**src/rtl/core/lsr_pkg.sv**
```systemverilog
// ----------------------------------------------------------------------------
// lsr_pkg: shared types and constants of the line segment rasterizer
// Command codes, minor-axis direction codes, register map and defaults.
// ----------------------------------------------------------------------------
`default_nettype none

package lsr_pkg;

  // Default widths of coordinates and color
  localparam int unsigned COORD_BITS_DEF = 12;
  localparam int unsigned COLOR_BITS_DEF = 24;

  // Canvas size registers
  localparam int unsigned CFG_BITS = 12;
  localparam logic [CFG_BITS-1:0] CANVAS_RESET = 12'd1024;

  // Register port
  localparam int unsigned APB_ADDR_BITS = 3;
  localparam int unsigned APB_DATA_BITS = 32;
  localparam int unsigned REG_IDX_BIT = 2;
  localparam logic REG_CANVAS_WIDTH  = 1'b0;
  localparam logic REG_CANVAS_HEIGHT = 1'b1;

  // Command codes of an input word
  localparam logic CMD_START = 1'b0;
  localparam logic CMD_STEP  = 1'b1;

  // Depth of the queue between the setup and the stepper
  localparam int unsigned QUEUE_DEPTH = 4;

  typedef enum logic [1:0] {
    DIR_NONE = 2'd0,
    DIR_UP   = 2'd1,
    DIR_DOWN = 2'd2
  } lsr_dir_e;

  typedef struct packed {
    logic [CFG_BITS-1:0] canvas_width;
    logic [CFG_BITS-1:0] canvas_height;
  } lsr_cfg_t;

endpackage

`default_nettype wire

```
**src/rtl/core/lsr_if.sv**
```systemverilog
// ----------------------------------------------------------------------------
// lsr_if: ready/valid channels of the line segment rasterizer
// Command channel (start and step words) and pixel channel.
// ----------------------------------------------------------------------------
`default_nettype none

interface lsr_cmd_if #(
  parameter int unsigned COORD_BITS = lsr_pkg::COORD_BITS_DEF,
  parameter int unsigned COLOR_BITS = lsr_pkg::COLOR_BITS_DEF
) ();
  logic                         valid;
  logic                         ready;
  logic                         cmd;
  logic signed [COORD_BITS-1:0] x_start;
  logic signed [COORD_BITS-1:0] y_start;
  logic signed [COORD_BITS-1:0] x_end;
  logic signed [COORD_BITS-1:0] y_end;
  logic [COLOR_BITS-1:0]        color_in;

  modport source (
    output valid, cmd, x_start, y_start, x_end, y_end, color_in,
    input  ready
  );
  modport sink (
    input  valid, cmd, x_start, y_start, x_end, y_end, color_in,
    output ready
  );
endinterface

interface lsr_pix_if #(
  parameter int unsigned COORD_BITS = lsr_pkg::COORD_BITS_DEF,
  parameter int unsigned COLOR_BITS = lsr_pkg::COLOR_BITS_DEF
) ();
  logic                         valid;
  logic                         ready;
  logic signed [COORD_BITS-1:0] pixel_x;
  logic signed [COORD_BITS-1:0] pixel_y;
  logic [COLOR_BITS-1:0]        color_out;
  logic                         inside_res;
  logic                         last;

  modport source (
    output valid, pixel_x, pixel_y, color_out, inside_res, last,
    input  ready
  );
  modport sink (
    input  valid, pixel_x, pixel_y, color_out, inside_res, last,
    output ready
  );
endinterface

`default_nettype wire

```
**src/rtl/core/lsr_front.sv**
```systemverilog
// ----------------------------------------------------------------------------
// lsr_front: command intake and segment setup
// Registers each command word with its endpoint deltas, then forms the
// major axis, endpoint order, deltas and initial error for the queue.
// ----------------------------------------------------------------------------
`default_nettype none

module lsr_front #(
  parameter int unsigned COORD_BITS = lsr_pkg::COORD_BITS_DEF,
  parameter int unsigned COLOR_BITS = lsr_pkg::COLOR_BITS_DEF,
  parameter type         entry_t    = logic
) (
  input  wire logic clk_i,
  input  wire logic rst_ni,
  lsr_cmd_if.sink   cmd_i,
  input  wire logic full_i,
  output logic      push_o,
  output entry_t    entry_o
);

  localparam int unsigned DW = COORD_BITS + 1;
  localparam int unsigned EW = COORD_BITS + 3;

  logic                         accept;
  logic signed [DW-1:0]         dx_d, dy_d;
  logic [DW-1:0]                adx_d, ady_d;

  logic                         s1_valid_q;
  logic                         s1_cmd_q;
  logic signed [COORD_BITS-1:0] x1_q, y1_q, x2_q, y2_q;
  logic signed [DW-1:0]         dx_q, dy_q;
  logic [DW-1:0]                adx_q, ady_q;
  logic [COLOR_BITS-1:0]        color_q;

  logic                         x_major;
  logic                         swap;
  logic signed [DW-1:0]         da, db;
  logic signed [COORD_BITS-1:0] a1, a2, b1, b2;
  logic [DW-1:0]                maj_delta;
  logic signed [DW-1:0]         min_delta;
  logic signed [EW-1:0]         maj_ext, min_ext;
  logic                         min_pos, min_neg;

  assign cmd_i.ready = !s1_valid_q || !full_i;
  assign accept      = cmd_i.valid && cmd_i.ready;
  assign push_o      = s1_valid_q && !full_i;

  assign dx_d  = DW'(cmd_i.x_end) - DW'(cmd_i.x_start);
  assign dy_d  = DW'(cmd_i.y_end) - DW'(cmd_i.y_start);
  assign adx_d = dx_d[DW-1] ? DW'(-dx_d) : DW'(dx_d);
  assign ady_d = dy_d[DW-1] ? DW'(-dy_d) : DW'(dy_d);

  always_ff @(posedge clk_i or negedge rst_ni) begin
    if (!rst_ni) begin
      s1_valid_q <= 1'b0;
    end else if (accept) begin
      s1_valid_q <= 1'b1;
    end else if (push_o) begin
      s1_valid_q <= 1'b0;
    end
  end

  always_ff @(posedge clk_i) begin
    if (accept) begin
      s1_cmd_q <= cmd_i.cmd;
      x1_q     <= cmd_i.x_start;
      y1_q     <= cmd_i.y_start;
      x2_q     <= cmd_i.x_end;
      y2_q     <= cmd_i.y_end;
      dx_q     <= dx_d;
      dy_q     <= dy_d;
      adx_q    <= adx_d;
      ady_q    <= ady_d;
      color_q  <= cmd_i.color_in;
    end
  end

  // Ties go to the y axis
  assign x_major   = adx_q > ady_q;
  assign da        = x_major ? dx_q : dy_q;
  assign db        = x_major ? dy_q : dx_q;
  assign a1        = x_major ? x1_q : y1_q;
  assign a2        = x_major ? x2_q : y2_q;
  assign b1        = x_major ? y1_q : x1_q;
  assign b2        = x_major ? y2_q : x2_q;
  assign swap      = da[DW-1];
  assign maj_delta = x_major ? adx_q : ady_q;
  assign min_delta = swap ? -db : db;
  assign maj_ext   = signed'(EW'(maj_delta));
  assign min_ext   = EW'(min_delta);
  assign min_neg   = min_delta[DW-1];
  assign min_pos   = !min_delta[DW-1] && (min_delta != '0);

  always_comb begin
    entry_o             = '0;
    entry_o.is_start    = (s1_cmd_q == lsr_pkg::CMD_START);
    entry_o.x_major     = x_major;
    entry_o.major_pos   = swap ? a2 : a1;
    entry_o.major_end   = swap ? a1 : a2;
    entry_o.minor_pos   = swap ? b2 : b1;
    entry_o.major_delta = maj_delta;
    entry_o.minor_delta = min_delta;
    entry_o.error_term  = min_pos ? (min_ext - maj_ext) : (min_ext + maj_ext);
    entry_o.color       = color_q;
    if (min_pos) begin
      entry_o.minor_dir = lsr_pkg::DIR_UP;
    end else if (min_neg) begin
      entry_o.minor_dir = lsr_pkg::DIR_DOWN;
    end else begin
      entry_o.minor_dir = lsr_pkg::DIR_NONE;
    end
  end

endmodule

`default_nettype wire

```
**src/rtl/core/lsr_fifo.sv**
```systemverilog
// ----------------------------------------------------------------------------
// lsr_fifo: short queue between setup and stepper
// Circular buffer of setup words with occupancy count.
// ----------------------------------------------------------------------------
`default_nettype none

module lsr_fifo #(
  parameter int unsigned DEPTH   = lsr_pkg::QUEUE_DEPTH,
  parameter type         entry_t = logic
) (
  input  wire logic   clk_i,
  input  wire logic   rst_ni,
  input  wire logic   push_i,
  input  wire entry_t entry_i,
  output logic        full_o,
  input  wire logic   pop_i,
  output entry_t      entry_o,
  output logic        empty_o
);

  localparam int unsigned PTR_W = $clog2(DEPTH);
  localparam int unsigned CNT_W = $clog2(DEPTH + 1);

  entry_t           mem_q [DEPTH];
  logic [PTR_W-1:0] wr_ptr_q, rd_ptr_q;
  logic [CNT_W-1:0] count_q;
  logic             do_push, do_pop;

  assign full_o  = (count_q == CNT_W'(DEPTH));
  assign empty_o = (count_q == '0);
  assign do_push = push_i && !full_o;
  assign do_pop  = pop_i && !empty_o;
  assign entry_o = mem_q[rd_ptr_q];

  always_ff @(posedge clk_i or negedge rst_ni) begin
    if (!rst_ni) begin
      wr_ptr_q <= '0;
      rd_ptr_q <= '0;
      count_q  <= '0;
    end else begin
      if (do_push) begin
        wr_ptr_q <= (wr_ptr_q == PTR_W'(DEPTH - 1)) ? '0 : wr_ptr_q + 1'b1;
      end
      if (do_pop) begin
        rd_ptr_q <= (rd_ptr_q == PTR_W'(DEPTH - 1)) ? '0 : rd_ptr_q + 1'b1;
      end
      if (do_push && !do_pop) begin
        count_q <= count_q + 1'b1;
      end else if (do_pop && !do_push) begin
        count_q <= count_q - 1'b1;
      end
    end
  end

  always_ff @(posedge clk_i) begin
    if (do_push) begin
      mem_q[wr_ptr_q] <= entry_i;
    end
  end

endmodule

`default_nettype wire

```
**src/rtl/core/lsr_back.sv**
```systemverilog
// ----------------------------------------------------------------------------
// lsr_back: segment stepper and pixel output register
// Loads a segment on a start word and emits one pixel per step word while a
// segment is active, with the canvas-inside flag and the final-pixel flag.
// ----------------------------------------------------------------------------
`default_nettype none

module lsr_back #(
  parameter int unsigned COORD_BITS = lsr_pkg::COORD_BITS_DEF,
  parameter int unsigned COLOR_BITS = lsr_pkg::COLOR_BITS_DEF,
  parameter type         entry_t    = logic
) (
  input  wire logic      clk_i,
  input  wire logic      rst_ni,
  input  wire logic      empty_i,
  input  wire entry_t    entry_i,
  output logic           pop_o,
  input  wire lsr_pkg::lsr_cfg_t cfg_i,
  lsr_pix_if.source      pix_o
);

  localparam int unsigned DW    = COORD_BITS + 1;
  localparam int unsigned EW    = COORD_BITS + 3;
  localparam int unsigned CMP_W = (COORD_BITS > lsr_pkg::CFG_BITS) ?
                                  COORD_BITS : lsr_pkg::CFG_BITS;

  logic                         active_q;
  logic                         x_major_q;
  logic signed [COORD_BITS-1:0] major_pos_q, major_end_q, minor_pos_q;
  lsr_pkg::lsr_dir_e            minor_dir_q;
  logic [DW-1:0]                major_delta_q;
  logic signed [DW-1:0]         minor_delta_q;
  logic signed [EW-1:0]         error_q;
  logic [COLOR_BITS-1:0]        color_q;

  logic                         out_valid_q;
  logic signed [COORD_BITS-1:0] px_q, py_q;
  logic [COLOR_BITS-1:0]        out_color_q;
  logic                         inside_q, last_q;

  logic                         can_emit, load, emit;
  logic signed [COORD_BITS-1:0] px, py;
  logic [CMP_W-1:0]             px_ext, py_ext;
  logic                         in_canvas, fin;
  logic                         move_up, move_dn;
  logic signed [EW-1:0]         maj_ext, adj, error_d;
  logic signed [COORD_BITS-1:0] minor_d;

  assign can_emit = !out_valid_q || pix_o.ready;
  // Steps while idle drain without a pixel
  assign pop_o = !empty_i && (entry_i.is_start || !active_q || can_emit);
  assign load  = pop_o && entry_i.is_start;
  assign emit  = pop_o && !entry_i.is_start && active_q;

  assign px     = x_major_q ? major_pos_q : minor_pos_q;
  assign py     = x_major_q ? minor_pos_q : major_pos_q;
  assign px_ext = CMP_W'(px);
  assign py_ext = CMP_W'(py);
  assign in_canvas = !px[COORD_BITS-1] && (px_ext < CMP_W'(cfg_i.canvas_width)) &&
                     !py[COORD_BITS-1] && (py_ext < CMP_W'(cfg_i.canvas_height));
  assign fin    = major_pos_q >= major_end_q;

  assign move_up = !error_q[EW-1] && (error_q != '0) && (minor_dir_q == lsr_pkg::DIR_UP);
  assign move_dn = error_q[EW-1] && (minor_dir_q == lsr_pkg::DIR_DOWN);
  assign maj_ext = signed'(EW'(major_delta_q));
  assign adj     = move_up ? -maj_ext : (move_dn ? maj_ext : '0);
  assign error_d = error_q + EW'(minor_delta_q) + adj;
  assign minor_d = move_up ? minor_pos_q + COORD_BITS'(1) :
                   (move_dn ? minor_pos_q - COORD_BITS'(1) : minor_pos_q);

  always_ff @(posedge clk_i or negedge rst_ni) begin
    if (!rst_ni) begin
      active_q      <= 1'b0;
      x_major_q     <= 1'b0;
      major_pos_q   <= '0;
      major_end_q   <= '0;
      minor_pos_q   <= '0;
      minor_dir_q   <= lsr_pkg::DIR_NONE;
      major_delta_q <= '0;
      minor_delta_q <= '0;
      error_q       <= '0;
      color_q       <= '0;
    end else if (load) begin
      active_q      <= 1'b1;
      x_major_q     <= entry_i.x_major;
      major_pos_q   <= entry_i.major_pos;
      major_end_q   <= entry_i.major_end;
      minor_pos_q   <= entry_i.minor_pos;
      minor_dir_q   <= entry_i.minor_dir;
      major_delta_q <= entry_i.major_delta;
      minor_delta_q <= entry_i.minor_delta;
      error_q       <= entry_i.error_term;
      color_q       <= entry_i.color;
    end else if (emit) begin
      minor_pos_q <= minor_d;
      error_q     <= error_d;
      if (fin) begin
        active_q <= 1'b0;
      end else begin
        major_pos_q <= major_pos_q + COORD_BITS'(1);
      end
    end
  end

  // Output register: hold the word until taken
  always_ff @(posedge clk_i or negedge rst_ni) begin
    if (!rst_ni) begin
      out_valid_q <= 1'b0;
    end else if (emit) begin
      out_valid_q <= 1'b1;
    end else if (pix_o.ready) begin
      out_valid_q <= 1'b0;
    end
  end

  always_ff @(posedge clk_i) begin
    if (emit) begin
      px_q        <= px;
      py_q        <= py;
      out_color_q <= color_q;
      inside_q    <= in_canvas;
      last_q      <= fin;
    end
  end

  assign pix_o.valid      = out_valid_q;
  assign pix_o.pixel_x    = px_q;
  assign pix_o.pixel_y    = py_q;
  assign pix_o.color_out  = out_color_q;
  assign pix_o.inside_res = inside_q;
  assign pix_o.last       = last_q;

endmodule

`default_nettype wire

```
**src/rtl/core/line_segment_rasterizer_core.sv**
```systemverilog
// ----------------------------------------------------------------------------
// line_segment_rasterizer_core: Bresenham line segment rasterizer
// Setup front end, command queue and pixel stepper with a register port
// for the canvas size.
// ----------------------------------------------------------------------------
// A start word (cmd 0) loads two endpoints and a color and yields no pixel; each
// following step word (cmd 1) yields one pixel, the last one flagged, and steps
// arriving with no segment running are dropped. Words are taken one per clock
// while the queue has room and pixels leave one per clock while the pixel port
// is ready: the stepper updates position and error term on each step word, and
// a start word takes one queue slot. A pixel passes the intake register, the
// queue and the output register before it is presented. A four-word queue lets
// the intake run while the pixel port stalls. Canvas width and height sit at
// byte addresses 0 and 4 and reset to 1024; write them only while idle.
`default_nettype none

module line_segment_rasterizer_core #(
  parameter int unsigned COORD_BITS = lsr_pkg::COORD_BITS_DEF,
  parameter int unsigned COLOR_BITS = lsr_pkg::COLOR_BITS_DEF
) (
  input  wire logic                               clk_i,
  input  wire logic                               rst_ni,
  lsr_cmd_if.sink                                 cmd_i,
  lsr_pix_if.source                               pix_o,
  input  wire logic                               psel,
  input  wire logic                               penable,
  input  wire logic                               pwrite,
  input  wire logic [lsr_pkg::APB_ADDR_BITS-1:0]  paddr,
  input  wire logic [lsr_pkg::APB_DATA_BITS-1:0]  pwdata,
  output logic [lsr_pkg::APB_DATA_BITS-1:0]       prdata,
  output logic                                    pready
);

  localparam int unsigned DW = COORD_BITS + 1;
  localparam int unsigned EW = COORD_BITS + 3;

  typedef struct packed {
    logic                         is_start;
    logic                         x_major;
    logic signed [COORD_BITS-1:0] major_pos;
    logic signed [COORD_BITS-1:0] major_end;
    logic signed [COORD_BITS-1:0] minor_pos;
    lsr_pkg::lsr_dir_e            minor_dir;
    logic [DW-1:0]                major_delta;
    logic signed [DW-1:0]         minor_delta;
    logic signed [EW-1:0]         error_term;
    logic [COLOR_BITS-1:0]        color;
  } entry_t;

  entry_t            push_entry, pop_entry;
  logic              push, pop, full, empty;
  logic              cfg_wr;
  lsr_pkg::lsr_cfg_t cfg_q;

  // Register port
  assign pready = 1'b1;
  assign cfg_wr = psel && penable && pwrite && pready;

  always_ff @(posedge clk_i or negedge rst_ni) begin
    if (!rst_ni) begin
      cfg_q.canvas_width  <= lsr_pkg::CANVAS_RESET;
      cfg_q.canvas_height <= lsr_pkg::CANVAS_RESET;
    end else if (cfg_wr) begin
      if (paddr[lsr_pkg::REG_IDX_BIT] == lsr_pkg::REG_CANVAS_WIDTH) begin
        cfg_q.canvas_width <= pwdata[lsr_pkg::CFG_BITS-1:0];
      end else begin
        cfg_q.canvas_height <= pwdata[lsr_pkg::CFG_BITS-1:0];
      end
    end
  end

  assign prdata = (paddr[lsr_pkg::REG_IDX_BIT] == lsr_pkg::REG_CANVAS_HEIGHT) ?
                  lsr_pkg::APB_DATA_BITS'(cfg_q.canvas_height) :
                  lsr_pkg::APB_DATA_BITS'(cfg_q.canvas_width);

  lsr_front #(
    .COORD_BITS (COORD_BITS),
    .COLOR_BITS (COLOR_BITS),
    .entry_t    (entry_t)
  ) u_front (
    .clk_i   (clk_i),
    .rst_ni  (rst_ni),
    .cmd_i   (cmd_i),
    .full_i  (full),
    .push_o  (push),
    .entry_o (push_entry)
  );

  lsr_fifo #(
    .DEPTH   (lsr_pkg::QUEUE_DEPTH),
    .entry_t (entry_t)
  ) u_fifo (
    .clk_i   (clk_i),
    .rst_ni  (rst_ni),
    .push_i  (push),
    .entry_i (push_entry),
    .full_o  (full),
    .pop_i   (pop),
    .entry_o (pop_entry),
    .empty_o (empty)
  );

  lsr_back #(
    .COORD_BITS (COORD_BITS),
    .COLOR_BITS (COLOR_BITS),
    .entry_t    (entry_t)
  ) u_back (
    .clk_i   (clk_i),
    .rst_ni  (rst_ni),
    .empty_i (empty),
    .entry_i (pop_entry),
    .pop_o   (pop),
    .cfg_i   (cfg_q),
    .pix_o   (pix_o)
  );

endmodule

`default_nettype wire

```
**src/flat_wrapper.sv**
```systemverilog
// flat-port wrapper written by rule: the top's interface ports become plain ports
module line_segment_rasterizer_core_flat 
#(
  parameter int unsigned COORD_BITS = lsr_pkg::COORD_BITS_DEF,
  parameter int unsigned COLOR_BITS = lsr_pkg::COLOR_BITS_DEF
)
  (clk_i, rst_ni, psel, penable, pwrite, paddr, pwdata, prdata, pready, cmd_i_valid, cmd_i_cmd, cmd_i_x_start, cmd_i_y_start, cmd_i_x_end, cmd_i_y_end, cmd_i_color_in, cmd_i_ready, pix_o_valid, pix_o_pixel_x, pix_o_pixel_y, pix_o_color_out, pix_o_inside_res, pix_o_last, pix_o_ready);
  lsr_cmd_if #(.COORD_BITS(COORD_BITS), .COLOR_BITS(COLOR_BITS)) cmd_i_i ();
  lsr_pix_if #(.COORD_BITS(COORD_BITS), .COLOR_BITS(COLOR_BITS)) pix_o_i ();
  input  wire logic clk_i;
  input  wire logic rst_ni;
  input  wire logic psel;
  input  wire logic penable;
  input  wire logic pwrite;
  input  wire logic [lsr_pkg::APB_ADDR_BITS-1:0] paddr;
  input  wire logic [lsr_pkg::APB_DATA_BITS-1:0] pwdata;
  output logic [lsr_pkg::APB_DATA_BITS-1:0] prdata;
  output logic pready;
  input wire logic [$bits(cmd_i_i.valid)-1:0] cmd_i_valid;
  input wire logic [$bits(cmd_i_i.cmd)-1:0] cmd_i_cmd;
  input wire logic [$bits(cmd_i_i.x_start)-1:0] cmd_i_x_start;
  input wire logic [$bits(cmd_i_i.y_start)-1:0] cmd_i_y_start;
  input wire logic [$bits(cmd_i_i.x_end)-1:0] cmd_i_x_end;
  input wire logic [$bits(cmd_i_i.y_end)-1:0] cmd_i_y_end;
  input wire logic [$bits(cmd_i_i.color_in)-1:0] cmd_i_color_in;
  output wire logic [$bits(cmd_i_i.ready)-1:0] cmd_i_ready;
  output wire logic [$bits(pix_o_i.valid)-1:0] pix_o_valid;
  output wire logic [$bits(pix_o_i.pixel_x)-1:0] pix_o_pixel_x;
  output wire logic [$bits(pix_o_i.pixel_y)-1:0] pix_o_pixel_y;
  output wire logic [$bits(pix_o_i.color_out)-1:0] pix_o_color_out;
  output wire logic [$bits(pix_o_i.inside_res)-1:0] pix_o_inside_res;
  output wire logic [$bits(pix_o_i.last)-1:0] pix_o_last;
  input wire logic [$bits(pix_o_i.ready)-1:0] pix_o_ready;
  assign cmd_i_i.valid = cmd_i_valid;
  assign cmd_i_i.cmd = cmd_i_cmd;
  assign cmd_i_i.x_start = cmd_i_x_start;
  assign cmd_i_i.y_start = cmd_i_y_start;
  assign cmd_i_i.x_end = cmd_i_x_end;
  assign cmd_i_i.y_end = cmd_i_y_end;
  assign cmd_i_i.color_in = cmd_i_color_in;
  assign cmd_i_ready = cmd_i_i.ready;
  assign pix_o_valid = pix_o_i.valid;
  assign pix_o_pixel_x = pix_o_i.pixel_x;
  assign pix_o_pixel_y = pix_o_i.pixel_y;
  assign pix_o_color_out = pix_o_i.color_out;
  assign pix_o_inside_res = pix_o_i.inside_res;
  assign pix_o_last = pix_o_i.last;
  assign pix_o_i.ready = pix_o_ready;
  line_segment_rasterizer_core #(.COORD_BITS(COORD_BITS), .COLOR_BITS(COLOR_BITS)) u_core (.clk_i(clk_i), .rst_ni(rst_ni), .cmd_i(cmd_i_i), .pix_o(pix_o_i), .psel(psel), .penable(penable), .pwrite(pwrite), .paddr(paddr), .pwdata(pwdata), .prdata(prdata), .pready(pready));
endmodule
```
**config.mk**
```make
export PLATFORM = sky130hd
export DESIGN_NAME = line_segment_rasterizer_core_flat
export DESIGN_NICKNAME = d
export VERILOG_FILES = /design/src/rtl/core/lsr_pkg.sv /design/src/rtl/core/lsr_if.sv /design/src/rtl/core/lsr_front.sv /design/src/rtl/core/lsr_fifo.sv /design/src/rtl/core/lsr_back.sv /design/src/rtl/core/line_segment_rasterizer_core.sv /design/src/flat_wrapper.sv
export SDC_FILE = /design/constraint.sdc
export NUM_CORES = 1
export LEC_CHECK = 0
export BUFFER_PORTS_ARGS = -buffer_cell sky130_fd_sc_hd__buf_2
export CORE_MARGIN = 3
export CORE_UTILIZATION = 55
export CTS_CLUSTER_SIZE = 20
export DETAILED_ROUTE_END_ITERATION = 7
export GPL_TIMING_DRIVEN = 1
export MAX_ROUTING_LAYER = met4
export PLACE_DENSITY = 0.83
export SETUP_SLACK_MARGIN = 0.02
export SLEW_MARGIN = 40
export SYNTH_ARGS = -nofsm -noshare
export SYNTH_HDL_FRONTEND = slang
export SYNTH_SLANG_ARGS = --single-unit
```
**constraint.sdc**
```tcl
create_clock -name clk_i -period 7.8 [get_ports clk_i]
set_clock_uncertainty 0.15 [all_clocks]
set_input_delay 1.56 -clock clk_i [delete_from_list [all_inputs] [get_ports clk_i]]
set_output_delay 1.56 -clock clk_i [all_outputs]
set_load 0.1 [all_outputs]
```
==> impl_metrics.tcl <==
set metrics [dict create \
    status "complete, no violations" \
    critical_path_required_ns 8.05 \
    crit_fanout 6 \
    num_vias 20700 \
    ios 200 \
    die_h_um 253 \
    cts_max_level 3 \
    setup_viol 0 \
    avgViaCountPerCell 6.08 \
    critical_path_class "flop to flop" \
    use_met2_pct 40.6 \
    final_cell_mix "edfxtp_1, nand2_1, inv_1" \
    grt_start_max_net_pins 87 \
    grt-ovfl-total 0 \
    avgRoutedWirePerCell_um 22.7 \
    antenna_found_initial 2 \
    yosys_most_used_dff "edfxtp_1" \
    synth_edf_count 589 \
    n_fill_cell 4036 \
    final-seq-area_um2 21100 \
    area_growth_pct 12.7 \
    synth_top_area_share_pct 52.7 \
    avgSynthCellArea_um2 14.0 \
    clock_path_buffers 3 \
    hp-class "flop to flop" \
    crit_slowest_cell "edfxtp_1" \
    finalCriticalPeriod_ns 7.37 \
    grt_pass1_wl_um 120000 \
    hold_viol 0 \
    wirelength_um 77500 \
    cts_root_buf "clkbuf_16" \
    post_dp_cell_area_um2 35300 \
    arrival_ns 7.62 \
    drv_cap 0 \
    syn_inst 2391 \
    top_usage_layer "met2" \
    yosysTopAreaCell "edfxtp_1" \
    drt_iter0_drc 2106 \
    core.rowCount 89 \
    remaining_drc_errors 0 \
    cts_buffers 73 \
    ys_ff_latch 726 \
    synthArstFlopShare_pct 18.9 \
    yosysSeqAreaShare_pct 63.0 \
    die_w_um 253 \
    finalMaxSlewViolations 0 \
    design_area_um2 37800 \
    dieArea_um2 64000 \
    core_area_um2 59700 \
    first_global_vias 21400 \
    tightestPinTransition_ns 0.835 \
    ys_top_cells_by_area "edfxtp_1, dfrtp_1, mux4_2, ha_1, nand2_1" \
    setup.worst_path.start_class "flop" \
    clkTransAtPathRegs_ns 0.06 \
    synth_cell_types 75 \
    fmax_mhz 136 \
    slew_headroom_pct 44.0 \
    start_util_pct 56.2 \
    grt_use_met1_pct 32.5 \
    critPathCaptureType "flop" \
    netlist_area_um2 33500 \
    multi_input_area_um2 11400 \
    holdBufCountCts 0 \
    synth_warnings 0 \
    met3_usage_pct 4.68 \
    place_congestion 0.880 \
    nNetsFinal 2827 \
    dpl.hpwl_um 50500 \
    ant_nets 0 \
    cts_tree "yes" \
    critPathMaxStageDelay_ns 0.43 \
    firstDrtPassIters 6 \
    final_common_cell "edfxtp_1" \
    clkLatencyLatePin_ns 0.62 \
    port-buffer-count 156 \
    crit_top_cell "ha_1" \
    grtUsageTotal_pct 25.1 \
    drive_gt1_share_pct 18.7 \
    period_share_pct 94.5 \
    cts.sinks 726 \
]
==> final timing paths <==
check	endpoint	slack (ns)	cells past startpoint	start
worst max-delay path	u_core.u_fifo.mem_q[0][37]	0.43	31	u_core.u_front.adx_q[4]
worst min-delay path	u_core.u_back.pix_o.color_out[9]	0.29	0	u_core.u_back.color_q[9]
worst max register to register	u_core.u_fifo.mem_q[0][37]	0.43	31	u_core.u_front.adx_q[4]
worst min register to register	u_core.u_back.pix_o.color_out[9]	0.29	0	u_core.u_back.color_q[9]
max in group asynchronous	u_core.u_fifo.rd_ptr_q[1]	5.47	2	rst_ni
min in group asynchronous	u_core.u_back.error_q[4]	0.74	1	rst_ni
==> final cells by class <==
class	instances	share of cell area, %
Inverter	183	1.82
Clock inverter	43	1.33
Antenna cell	2	0.0132
Timing Repair Buffer	193	3.15
Tap cell	773	2.56
Sequential cell	726	55.9
Multi-Input combinational cell	1395	30.0
Clock buffer	93	5.25
==> timing repair <==
action                                  4_1_cts  5_1_grt
endpoints found under the setup margin        8       20
endpoints found under the hold margin         0        0
pin swaps                                     0        3
gates resized for setup                       1        9
buffers inserted                              0        2
==> cells in the mapped netlist (6+ instances only) <==
| cell type | instances |
|---|---|
| edfxtp_1 | 589 |
| nand2_1 | 261 |
| inv_1 | 180 |
| dfrtp_1 | 135 |
| ha_1 | 120 |
| o21ai_0 | 116 |
| mux4_2 | 104 |
| a21oi_1 | 88 |
| nor2_1 | 82 |
| mux2i_1 | 78 |
| xnor2_1 | 75 |
| clkbuf_1 | 54 |
| mux2_2 | 53 |
| nand3_1 | 35 |
| xor2_1 | 35 |
| nor3_1 | 33 |
| or3_1 | 24 |
| buf_4 | 23 |
| nor2b_1 | 22 |
| a21o_1 | 20 |
| fa_1 | 20 |
| buf_1 | 18 |
| a211oi_1 | 16 |
| nor4_1 | 16 |
| o21bai_1 | 15 |
| a31oi_1 | 14 |
| nand2b_1 | 11 |
| and3_1 | 9 |
| buf_2 | 9 |
| o21a_1 | 9 |
| nand4_1 | 8 |
| nor3b_1 | 8 |
| o211ai_1 | 8 |
| o21ai_1 | 8 |
| o31ai_1 | 8 |
| or4_1 | 8 |
| a21boi_0 | 7 |
| and2_1 | 6 |
| o41ai_1 | 6 |
==> cells by family (layout without fill, tap and decap cells) <==
group,Yosys count,in the layout,synth area share (%)
muxes,235,235,11.1
adders and majority gates,140,140,5.67
AOI/OAI and AO/OA,348,348,6.30
xor gates and xnor gates,110,110,2.87
other,2,23,0.0224
buffers and inverters,289,512,3.57
and+or+nand+nor,541,541,7.51
DFF,726,726,63.0
==> stage by stage <==
step                setup WS, ns  cells  util [%]  TNS [ns]  hold slack [ns]
finish                     0.427   3408      63.4         0            0.294
global route            -0.00665   3408      63.4   -0.0267            0.303
CTS                        0.138   3402      63.2         0            0.294
detailed placement       -0.0381   3266      59.1    -0.152            0.282
global placement           0.320   3258      58.8         0            0.280
floorplan                 0.0873   2410         -         0            0.275
==> sequential cells by signal (all words and copies together) (netlist names), 3 cells and up <==
| register | cells |
|---|---|
| u_core.cfg_q | 24 |
| u_core.u_back.color_q | 24 |
| u_core.u_back.error_q | 15 |
| u_core.u_back.major_delta_q | 13 |
| u_core.u_back.major_end_q | 12 |
| u_core.u_back.major_pos_q | 12 |
| u_core.u_back.minor_delta_q | 12 |
| u_core.u_back.minor_pos_q | 12 |
| u_core.u_back.pix_o.color_out | 24 |
| u_core.u_back.pix_o.pixel_x | 12 |
| u_core.u_back.pix_o.pixel_y | 12 |
| u_core.u_fifo.count_q | 3 |
| u_core.u_fifo.mem_q | 416 |
| u_core.u_front.adx_q | 12 |
| u_core.u_front.ady_q | 12 |
| u_core.u_front.color_q | 24 |
| u_core.u_front.dx_q | 13 |
| u_core.u_front.dy_q | 13 |
| u_core.u_front.x1_q | 12 |
| u_core.u_front.x2_q | 12 |
| u_core.u_front.y1_q | 12 |
| u_core.u_front.y2_q | 12 |
==> per-layer routing <==
layer | wire (um) | share of wire (%)
met1 | 30600 | 39
met2 | 38000 | 49
met3 | 6500 | 8.4
met4 | 2480 | 3.2
met5 | 0 | 0
==> critical path, delay by kind of cell (launching register included) <==
kind / cells / cell delay (ns)
buffers and inverters: 3 / 0.36
muxes: 2 / 0.65
and+or+nand+nor: 9 / 2.07
AOI/OAI and AO/OA: 13 / 2.64
adders and majority gates: 3 / 0.78
DFF: 1 / 0.43
xor gates and xnor gates: 1 / 0.07
Power is not shown: default switching activity piles up to over one toggle a cycle in this logic, so the estimate is an artifact.
